===== config.mk =====
export PLATFORM = sky130hd
export DESIGN_NAME = idr_merge
export DESIGN_NICKNAME = d
export VERILOG_FILES = /design/src/rtl/core/imu_dead_reckoning_integrator_assert.svh /design/src/rtl/core/idr_pkg.sv /design/src/rtl/core/idr_merge.sv
export SDC_FILE = /design/constraint.sdc
export NUM_CORES = 1
export LEC_CHECK = 0
export BUFFER_PORTS_ARGS = -buffer_cell sky130_fd_sc_hd__buf_2
export CAP_MARGIN = 20
export CORE_AREA = 3 3 333 335
export CTS_BUF_LIST = sky130_fd_sc_hd__clkbuf_8
export DETAILED_ROUTE_END_ITERATION = 7
export DIE_AREA = 0 0 336 338
export MAX_ROUTING_LAYER = met4
export SETUP_SLACK_MARGIN = 0.5
export SKIP_LAST_GASP = 1
export SLEW_MARGIN = 30
export SYNTH_ARGS = -nofsm -noshare
export SYNTH_HDL_FRONTEND = slang
export SYNTH_SLANG_ARGS = --single-unit
export TNS_END_PERCENT = 5

===== constraint.sdc =====
create_clock -name clk -period 0.8 [get_ports clk]
set_input_delay 0.04 -clock clk [delete_from_list [all_inputs] [get_ports clk]]
set_output_delay 0.04 -clock clk [all_outputs]
set_load 0.03 [all_outputs]

===== src/rtl/core/imu_dead_reckoning_integrator_assert.svh =====
// ----------------------------------------------------------------------------
// Assertion macros for the dead reckoning integrator
// Same-cycle and next-cycle implication checks with async reset disable.
// ----------------------------------------------------------------------------
`ifndef IMU_DEAD_RECKONING_INTEGRATOR_ASSERT_SVH
`define IMU_DEAD_RECKONING_INTEGRATOR_ASSERT_SVH

// antecedent implies consequent in the same cycle
`define IDR_ASSERT_IMPL(lbl, ck, rn, ante, cons, msg) \
	lbl: assert property (@(posedge ck) disable iff (!rn) (ante) |-> (cons)) else $error(msg);

// antecedent implies consequent in the following cycle
`define IDR_ASSERT_NEXT(lbl, ck, rn, ante, cons, msg) \
	lbl: assert property (@(posedge ck) disable iff (!rn) (ante) |=> (cons)) else $error(msg);

`endif


===== src/rtl/core/idr_pkg.sv =====
// ----------------------------------------------------------------------------
// idr_pkg
// Types and constants shared by the dead reckoning integrator modules.
// ----------------------------------------------------------------------------
package idr_pkg;

	localparam logic signed [15:0] QUAT_ONE      = 16'sd16384;
	localparam logic [20:0]        GRAVITY_RESET = 21'd642689;
	localparam logic [19:0]        USEC_PER_SEC  = 20'd1000000;
	localparam logic [19:0]        HALF_USEC     = 20'd500000;
	// ceil(2^52 / 10^6): exact quotient of any 32 bit value below 4096 * 10^6
	localparam logic [32:0]        USEC_RECIP    = 33'h1_0C6F_7A0C;
	localparam int                 DIV_STEPS     = 8;

	typedef struct packed {
		logic signed [31:0] accel_x;
		logic signed [31:0] accel_y;
		logic signed [31:0] accel_z;
		logic signed [15:0] quat_w;
		logic signed [15:0] quat_x;
		logic signed [15:0] quat_y;
		logic signed [15:0] quat_z;
		logic [31:0]        time_stamp;
	} sample_t;

	typedef struct packed {
		logic signed [31:0] world_accel_x;
		logic signed [31:0] world_accel_y;
		logic signed [31:0] world_accel_z;
		logic signed [47:0] vel_x;
		logic signed [47:0] vel_y;
		logic signed [47:0] vel_z;
		logic signed [63:0] pos_x;
		logic signed [63:0] pos_y;
		logic signed [63:0] pos_z;
	} result_t;

	typedef struct packed {
		logic start_rot;
		logic start_int;
	} lane_ctl_t;

	typedef struct packed {
		logic t_rdy;
		logic done;
	} lane_stat_t;

	typedef struct packed {
		logic signed [31:0] world_accel;
		logic signed [47:0] vel;
		logic signed [63:0] pos;
	} lane_res_t;

endpackage


===== src/rtl/core/idr_merge.sv =====
// ----------------------------------------------------------------------------
// idr_merge
// Gathers the three lane results into one result word and holds it until
// the consumer takes it.
// ----------------------------------------------------------------------------
module idr_merge (
	input  logic                         clk,
	input  logic                         arst_n,
	input  logic                         load,
	input  idr_pkg::lane_res_t [2:0]     lane_res,
	output logic                         free,
	output logic                         result_valid,
	input  logic                         result_ready,
	output idr_pkg::result_t             result
);

	idr_pkg::result_t out_q;
	logic             valid_q;

	always_ff @(posedge clk or negedge arst_n) begin
		if (!arst_n) begin
			valid_q <= 1'b0;
		end else if (load) begin
			valid_q <= 1'b1;
		end else if (result_ready) begin
			valid_q <= 1'b0;
		end
	end

	always_ff @(posedge clk) begin
		if (load) begin
			out_q.world_accel_x <= lane_res[0].world_accel;
			out_q.world_accel_y <= lane_res[1].world_accel;
			out_q.world_accel_z <= lane_res[2].world_accel;
			out_q.vel_x         <= lane_res[0].vel;
			out_q.vel_y         <= lane_res[1].vel;
			out_q.vel_z         <= lane_res[2].vel;
			out_q.pos_x         <= lane_res[0].pos;
			out_q.pos_y         <= lane_res[1].pos;
			out_q.pos_z         <= lane_res[2].pos;
		end
	end

	assign free         = !valid_q || result_ready;
	assign result_valid = valid_q;
	assign result       = out_q;

endmodule


==> results of run 1 <==
## state kept, by name, indices dropped and copies added (netlist names)
name and flops:
result_valid 1, result 432
## worst register-to-register path: stages (launching register included)
cell	delay [ns]
dfrtp_2	0.42
nand2b_4	0.08
buf_4	0.10
buf_4	0.10
nand2b_4	0.04
## timing repair
| item | CTS | global route |
|---|---|---|
| pin swaps | 0 | 0 |
| hold endpoints to repair | 866 | 511 |
| setup buffers | 1 | 1 |
| setup endpoints to repair | 435 | 445 |
| gates resized for setup | 42 | 30 |
## cells in the mapped netlist (all sizes together)
master  count  area (sq um)
edfxtp    432         13000
nand2b      2          22.5
dfrtp       1          25.0
## power by group through the flow
| stage | Sequential (mW) | Clock [mW] | Combinational, mW |
|---|---|---|---|
| after floorplan | 31.6 | 0 | 0.0207 |
| after global placement | 28.0 | 0 | 7.83 |
| after detailed placement | 28.0 | 0 | 7.85 |
| after CTS | 27.6 | 21.9 | 9.89 |
| after global routing | 27.7 | 23.0 | 10.3 |
| final | 27.6 | 20.9 | 9.83 |
## stage by stage
step	total power, mW	cell area, sq um	TNS (ns)	worst slack (ns)	hold slack (ns)
2_1_floorplan	31.6	13000	0	0.00191	-0.256
3_3_place_gp	35.8	19500	-42.69	-0.152	-0.153
3_5_place_dp	35.8	19500	-44.46	-0.160	-0.156
4_1_cts	59.4	25500	-259.68	-0.743	-0.339
5_1_grt	60.9	25700	-259.29	-0.752	-0.310
6_report	58.3	25700	-202.05	-0.596	-0.218
## final timing paths
path | start | depth (start not counted) | slack [ns] | end
worst max register to register | result_valid$_DFFE_PN0P_ | 4 | -0.06 | result_valid$_DFFE_PN0P_
worst min register to register | result_valid$_DFFE_PN0P_ | 4 | 0.78 | result_valid$_DFFE_PN0P_
min in group asynchronous | arst_n | 3 | 0.26 | result_valid$_DFFE_PN0P_
worst max-delay path | result[127]$_DFFE_PP_ | 1 | -0.60 | result[127]
max in group asynchronous | arst_n | 3 | 0.41 | result_valid$_DFFE_PN0P_
worst min-delay path | load | 2 | -0.22 | result[262]$_DFFE_PP_
## logic make-up after synthesis
kind of cell | count (synthesis) | share of synthesized area (%)
flip-flops | 433 | 99.8
AND/OR/NAND/NOR | 2 | 0.173
## metal layers
layer | wire length, um | track usage [%] | share of wire, %
met5 | 0 | - | 0
met4 | 2040 | 3.56 | 2.9
met3 | 8340 | 5.94 | 12
met2 | 32700 | 18.5 | 46
met1 | 28300 | 14.2 | 40
## cell type report
cell class | instances | area, sq um
well taps | 1414 | 1770
diodes | 53 | 133
flip-flops and latches | 433 | 13000
clock inverters | 59 | 433
fillers | 11202 | 82700
clock buffers | 79 | 1090
repair buffers | 1337 | 9290
multi-input cells | 2 | 27.5
==> flow_metrics.env, run 1 <==
export IMPL_status="finished with violations"
export IMPL_violations="negative hold slack, negative setup slack"
export IMPL_synth_cell_area_sq_um=13000
export IMPL_drt_pre_antenna_iters=5
export IMPL_hold_path_class="input pin to flop"
export IMPL_insertion_delay_ns=0.66
export IMPL_crit_type="flop to output port"
export IMPL_cts_buffers_inserted=78
export IMPL_detail_route_antenna_nets=0
export IMPL_yosysWarnings=0
export IMPL_crit_fanout=1
export IMPL_period_needed_ns=1.40
export IMPL_pwr_share_seq_pct=47.3
export IMPL_syn_num_nets=871
export IMPL_critPathLaunchType="flop"
export IMPL_slew_limit_headroom_pct=71.2
export IMPL_switching_power_mw=16.5
export IMPL_drc=0
export IMPL_cts_tree="built"
export IMPL_critPathBufInv=1
export IMPL_finalHoldViolCount=44
export IMPL_synthCells=435
export IMPL_grt_pass1_wl_um=91000
export IMPL_gp_congestion=0.811
export IMPL_worst_pin_slew_ns=0.432
export IMPL_ys_ff_latch=433
export IMPL_routed_wl_um=71400
export IMPL_cp_arrival_ns=1.36
export IMPL_setup_slack_ns=-0.596
export IMPL_start_util_pct=12.0
export IMPL_boundaryPins=870
export IMPL_slew_viol_final=0
export IMPL_dp_cells=2750
export IMPL_cts_buffer_depth=3
export IMPL_die_w_um=336
export IMPL_hold_worst_slack_ns=-0.218
export IMPL_drive_above_1_share_pct=52.6
export IMPL_area_delta_synth_final_pct=97.7
export IMPL_cts_htree_levels=3
export IMPL_wl_per_cell_um=21.1
export IMPL_combinationalPowerShare_pct=16.9
export IMPL_via_count=10767
export IMPL_placement_io_buffers=869
export IMPL_rows=121
export IMPL_yosysUniqueCellTypes=4
export IMPL_fmax_ghz=0.716
export IMPL_worst_endpoint_required_ns=0.76
export IMPL_dieArea_sq_um=114000
export IMPL_yosysSeqAreaShare_pct=99.8
export IMPL_synth_avg_cell_area_sq_um=29.9
export IMPL_final_util_pct=23.7
export IMPL_clock_sinks=433
export IMPL_final_common_cell="buf_2"
export IMPL_pwr_share_clk_pct=35.9
export IMPL_hpwlAfterDp_um=55900
export IMPL_coreArea_sq_um=108000
export IMPL_ctsRootBufferMaster="clkbuf_8"
export IMPL_max_cap_violations=0
export IMPL_die_h_um=338
export IMPL_vdd_drop_max_mv=1.95
export IMPL_post_route_period_util_pct=175
export IMPL_antenna_found_initial=70
export IMPL_clk_pin_slew_ns=0.06
export IMPL_overflow=0
export IMPL_cts_hold_buf=434
export IMPL_critPathCaptureType="output port"
export IMPL_cp_top_family="flip-flops"
export IMPL_slowest_stage="edfxtp_1"
export IMPL_drt_iter0_markers=534
export IMPL_track_usage_pct=12.2
export IMPL_grt_max_degree=34
export IMPL_skew_ns=0
export IMPL_power_leakage_nw=10.6
export IMPL_final_cell_mix="buf_2, dlygate4sd3_1, edfxtp_1"
export IMPL_rsz0062_at_grt="true"
export IMPL_netSwitchingFraction_pct=28.3
export IMPL_critPathMaxStageDelay_ns=0.48
export IMPL_nNetsFinal=2288
export IMPL_setup_violations=435
export IMPL_grt_pass1_vias=11144
export IMPL_internal_power_mw=41.8
export IMPL_drt_vias_per_instance=3.19
export IMPL_p_per_area_nw_per_um2=2270
export IMPL_fin_cells=3377
export IMPL_path_cells="buf_6"
(Power assumes the default switching activity.)
==> run 2: changes to the inputs <==
- ABC_AREA: unset -> 1
==> run 2 against run 1 <==
Compared with the run above: the flow still finishes with violations (negative hold slack, negative setup slack); combinational power is 0.7% lower; final cell count up 0.36%; non-clock buffer count grew 5; total power shrank 1.2%; flip-flop and latch count unchanged; worst hold slack got worse by 0.056 ns; cell area hardly changed; global-route usage decreased by 0.48 points.
==> flow_metrics.env, run 2 <==
export IMPL_status="finished with violations"
export IMPL_violations="negative hold slack, negative setup slack"
export IMPL_cts_buffers_inserted=78
export IMPL_post_place_ws_ns=-0.158
export IMPL_crit_type="flop to output port"
export IMPL_largest_reg_flops=432
export IMPL_gp_congestion=0.889
export IMPL_drt_iter0_markers=681
export IMPL_vdd_drop_max_mv=1.38
export IMPL_via_count=10623
export IMPL_ctsRootBufferMaster="clkbuf_8"
export IMPL_setup_violations=434
export IMPL_synthFlopType="edfxtp_1"
export IMPL_grt_max_degree=47
export IMPL_yosysSeqAreaShare_pct=99.8
export IMPL_drt_pre_antenna_iters=5
export IMPL_critPathCaptureType="output port"
export IMPL_post_route_period_util_pct=174
export IMPL_area_delta_synth_final_pct=97.8
export IMPL_ys_ff_latch=433
export IMPL_cts_hold_buf=434
export IMPL_final_util_pct=23.7
export IMPL_worst_pin_slew_ns=0.278
export IMPL_synth_edf_count=432
export IMPL_synth_top_cells_by_area="edfxtp_1, dfrtp_1, nand2_2, inv_1"
export IMPL_syn_num_nets=873
export IMPL_grtUsageMet1_pct=13.6
export IMPL_cts_htree_levels=3
export IMPL_critPathBufInv=1
export IMPL_r2r_start="result_valid$_DFFE_PN0P_"
export IMPL_detail_route_antenna_nets=0
export IMPL_synthCells=437
export IMPL_critPathLaunchType="flop"
export IMPL_ys_top_cells_by_count="edfxtp_1, inv_1, nand2_2"
export IMPL_die_w_um=336
export IMPL_yosysUniqueCellTypes=4
export IMPL_grt_busiest_layer="met2"
export IMPL_period_needed_ns=1.39
export IMPL_yosysWarnings=0
export IMPL_boundaryPins=870
export IMPL_rsz0062_at_grt="true"
export IMPL_skew_ns=0
export IMPL_path_cells="buf_6"
export IMPL_dieArea_sq_um=114000
export IMPL_final_cell_mix="buf_2, dlygate4sd3_1, edfxtp_1"
export IMPL_synth_cell_area_sq_um=13000
export IMPL_hpwlAfterDp_um=53200
export IMPL_hp_start="result_ready"
export IMPL_start_util_pct=12.0
export IMPL_worst_endpoint_required_ns=0.76
export IMPL_die_h_um=338
export IMPL_overflow=0
export IMPL_hold_worst_slack_ns=-0.275
export IMPL_synth_avg_cell_area_sq_um=29.8
export IMPL_wl_per_cell_um=20.2
export IMPL_routed_wl_um=68400
export IMPL_slew_viol_final=0
export IMPL_grtUsageMet2_pct=17.9
export IMPL_clk_pin_slew_ns=0.06
export IMPL_fillers=11217
export IMPL_worstSetupStartpoint="result[341]$_DFFE_PP_"
export IMPL_max_cap_violations=0
export IMPL_coreArea_sq_um=108000
export IMPL_track_usage_pct=11.7
export IMPL_finalHoldViolCount=44
export IMPL_drive_above_1_share_pct=52.7
export IMPL_grt_pass1_wl_um=88500
export IMPL_drc=0
export IMPL_grt_pass1_vias=11179
export IMPL_cts_buffer_depth=3
export IMPL_antenna_found_initial=66
export IMPL_power_mw=57.7
export IMPL_fmax_ghz=0.719
export IMPL_globalRouteMet3Util_pct=5.68
export IMPL_regArea_sq_um=13000
export IMPL_cp_top_family="flip-flops"
export IMPL_cp_arrival_ns=1.35
export IMPL_hold_path_class="input pin to flop"
export IMPL_rows=121
export IMPL_yosysTopAreaCell="edfxtp_1"
export IMPL_slew_limit_headroom_pct=81.4
export IMPL_netlist_area_leader_share_pct=99.7
export IMPL_dp_cells=2758
export IMPL_setup_slack_ns=-0.591
export IMPL_final_common_cell="buf_2"
export IMPL_synth_most_common_cell="edfxtp_1"
export IMPL_nNetsFinal=2295
export IMPL_fin_cells=3389
export IMPL_slowest_stage="edfxtp_1"
export IMPL_clock_sinks=433
export IMPL_placement_io_buffers=869
export IMPL_cts_tree="built"
export IMPL_p_per_area_nw_per_um2=2240
export IMPL_async_reset_ff_share_pct=0.231
export IMPL_insertion_delay_ns=0.67
export IMPL_critPathMaxStageDelay_ns=0.51
export IMPL_crit_fanout=1
export IMPL_multi_input_area_sq_um=17.5
export IMPL_power_leakage_nw=10.6
export IMPL_drt_vias_per_instance=3.13
## run 2: cell type report
cell class	count	area share, %
Tap cell	1414	6.87
Sequential cell	433	50.5
Antenna cell	60	0.583
Timing Repair Buffer	1342	36.2
Multi-Input combinational cell	2	0.0680
Inverter	2	0.0292
Clock buffer	79	4.22
Clock inverter	57	1.52
## run 2: worst paths after layout
kind                       slack (ns)  depth (start not counted)                       end
max reg2reg                      0.05                          3  result_valid$_DFFE_PN0P_
min                             -0.27                          5  result_valid$_DFFE_PN0P_
max                             -0.59                          1               result[341]
min reg2reg                      0.65                          3  result_valid$_DFFE_PN0P_
min in group asynchronous        0.26                          3  result_valid$_DFFE_PN0P_
max in group asynchronous        0.41                          3  result_valid$_DFFE_PN0P_
## run 2: cells by family after synthesis
family | synth area share (%)
buffers and inverters | 0.0577
flip-flops | 99.8
AND/OR/NAND/NOR | 0.0961
## run 2: metrics by stage
stage / area, sq um / setup TNS (ns) / hold WS (ns)
2_1_floorplan: 13000 / 0 / -0.256
3_3_place_gp: 19600 / -38.80 / -0.157
3_5_place_dp: 19600 / -43.36 / -0.157
4_1_cts: 25500 / -254.59 / -0.503
5_1_grt: 25700 / -256.76 / -0.387
6_report: 25700 / -198.30 / -0.275
## run 2: timing repair
| item | 4_1_cts | 5_1_grt |
|---|---|---|
| buffers inserted | 0 | 1 |
| setup endpoints to repair | 435 | 451 |
| endpoints found under the hold margin | 866 | 438 |
| pin swaps | 0 | 1 |
| resized for setup | 42 | 39 |
## run 2: power by group
part	switching (mW)	leakage (nW)	internal, mW
logic	6.14	5.56	3.62
clock network	9.46	0.822	10.8
registers	0.618	4.24	27.0
## run 2: per-layer routing
layer	share of wire, %	vias to the layer above
li1	-	4760
met1	40	5097
met2	46	672
met3	11	94
met4	2.4	0
met5	0	-
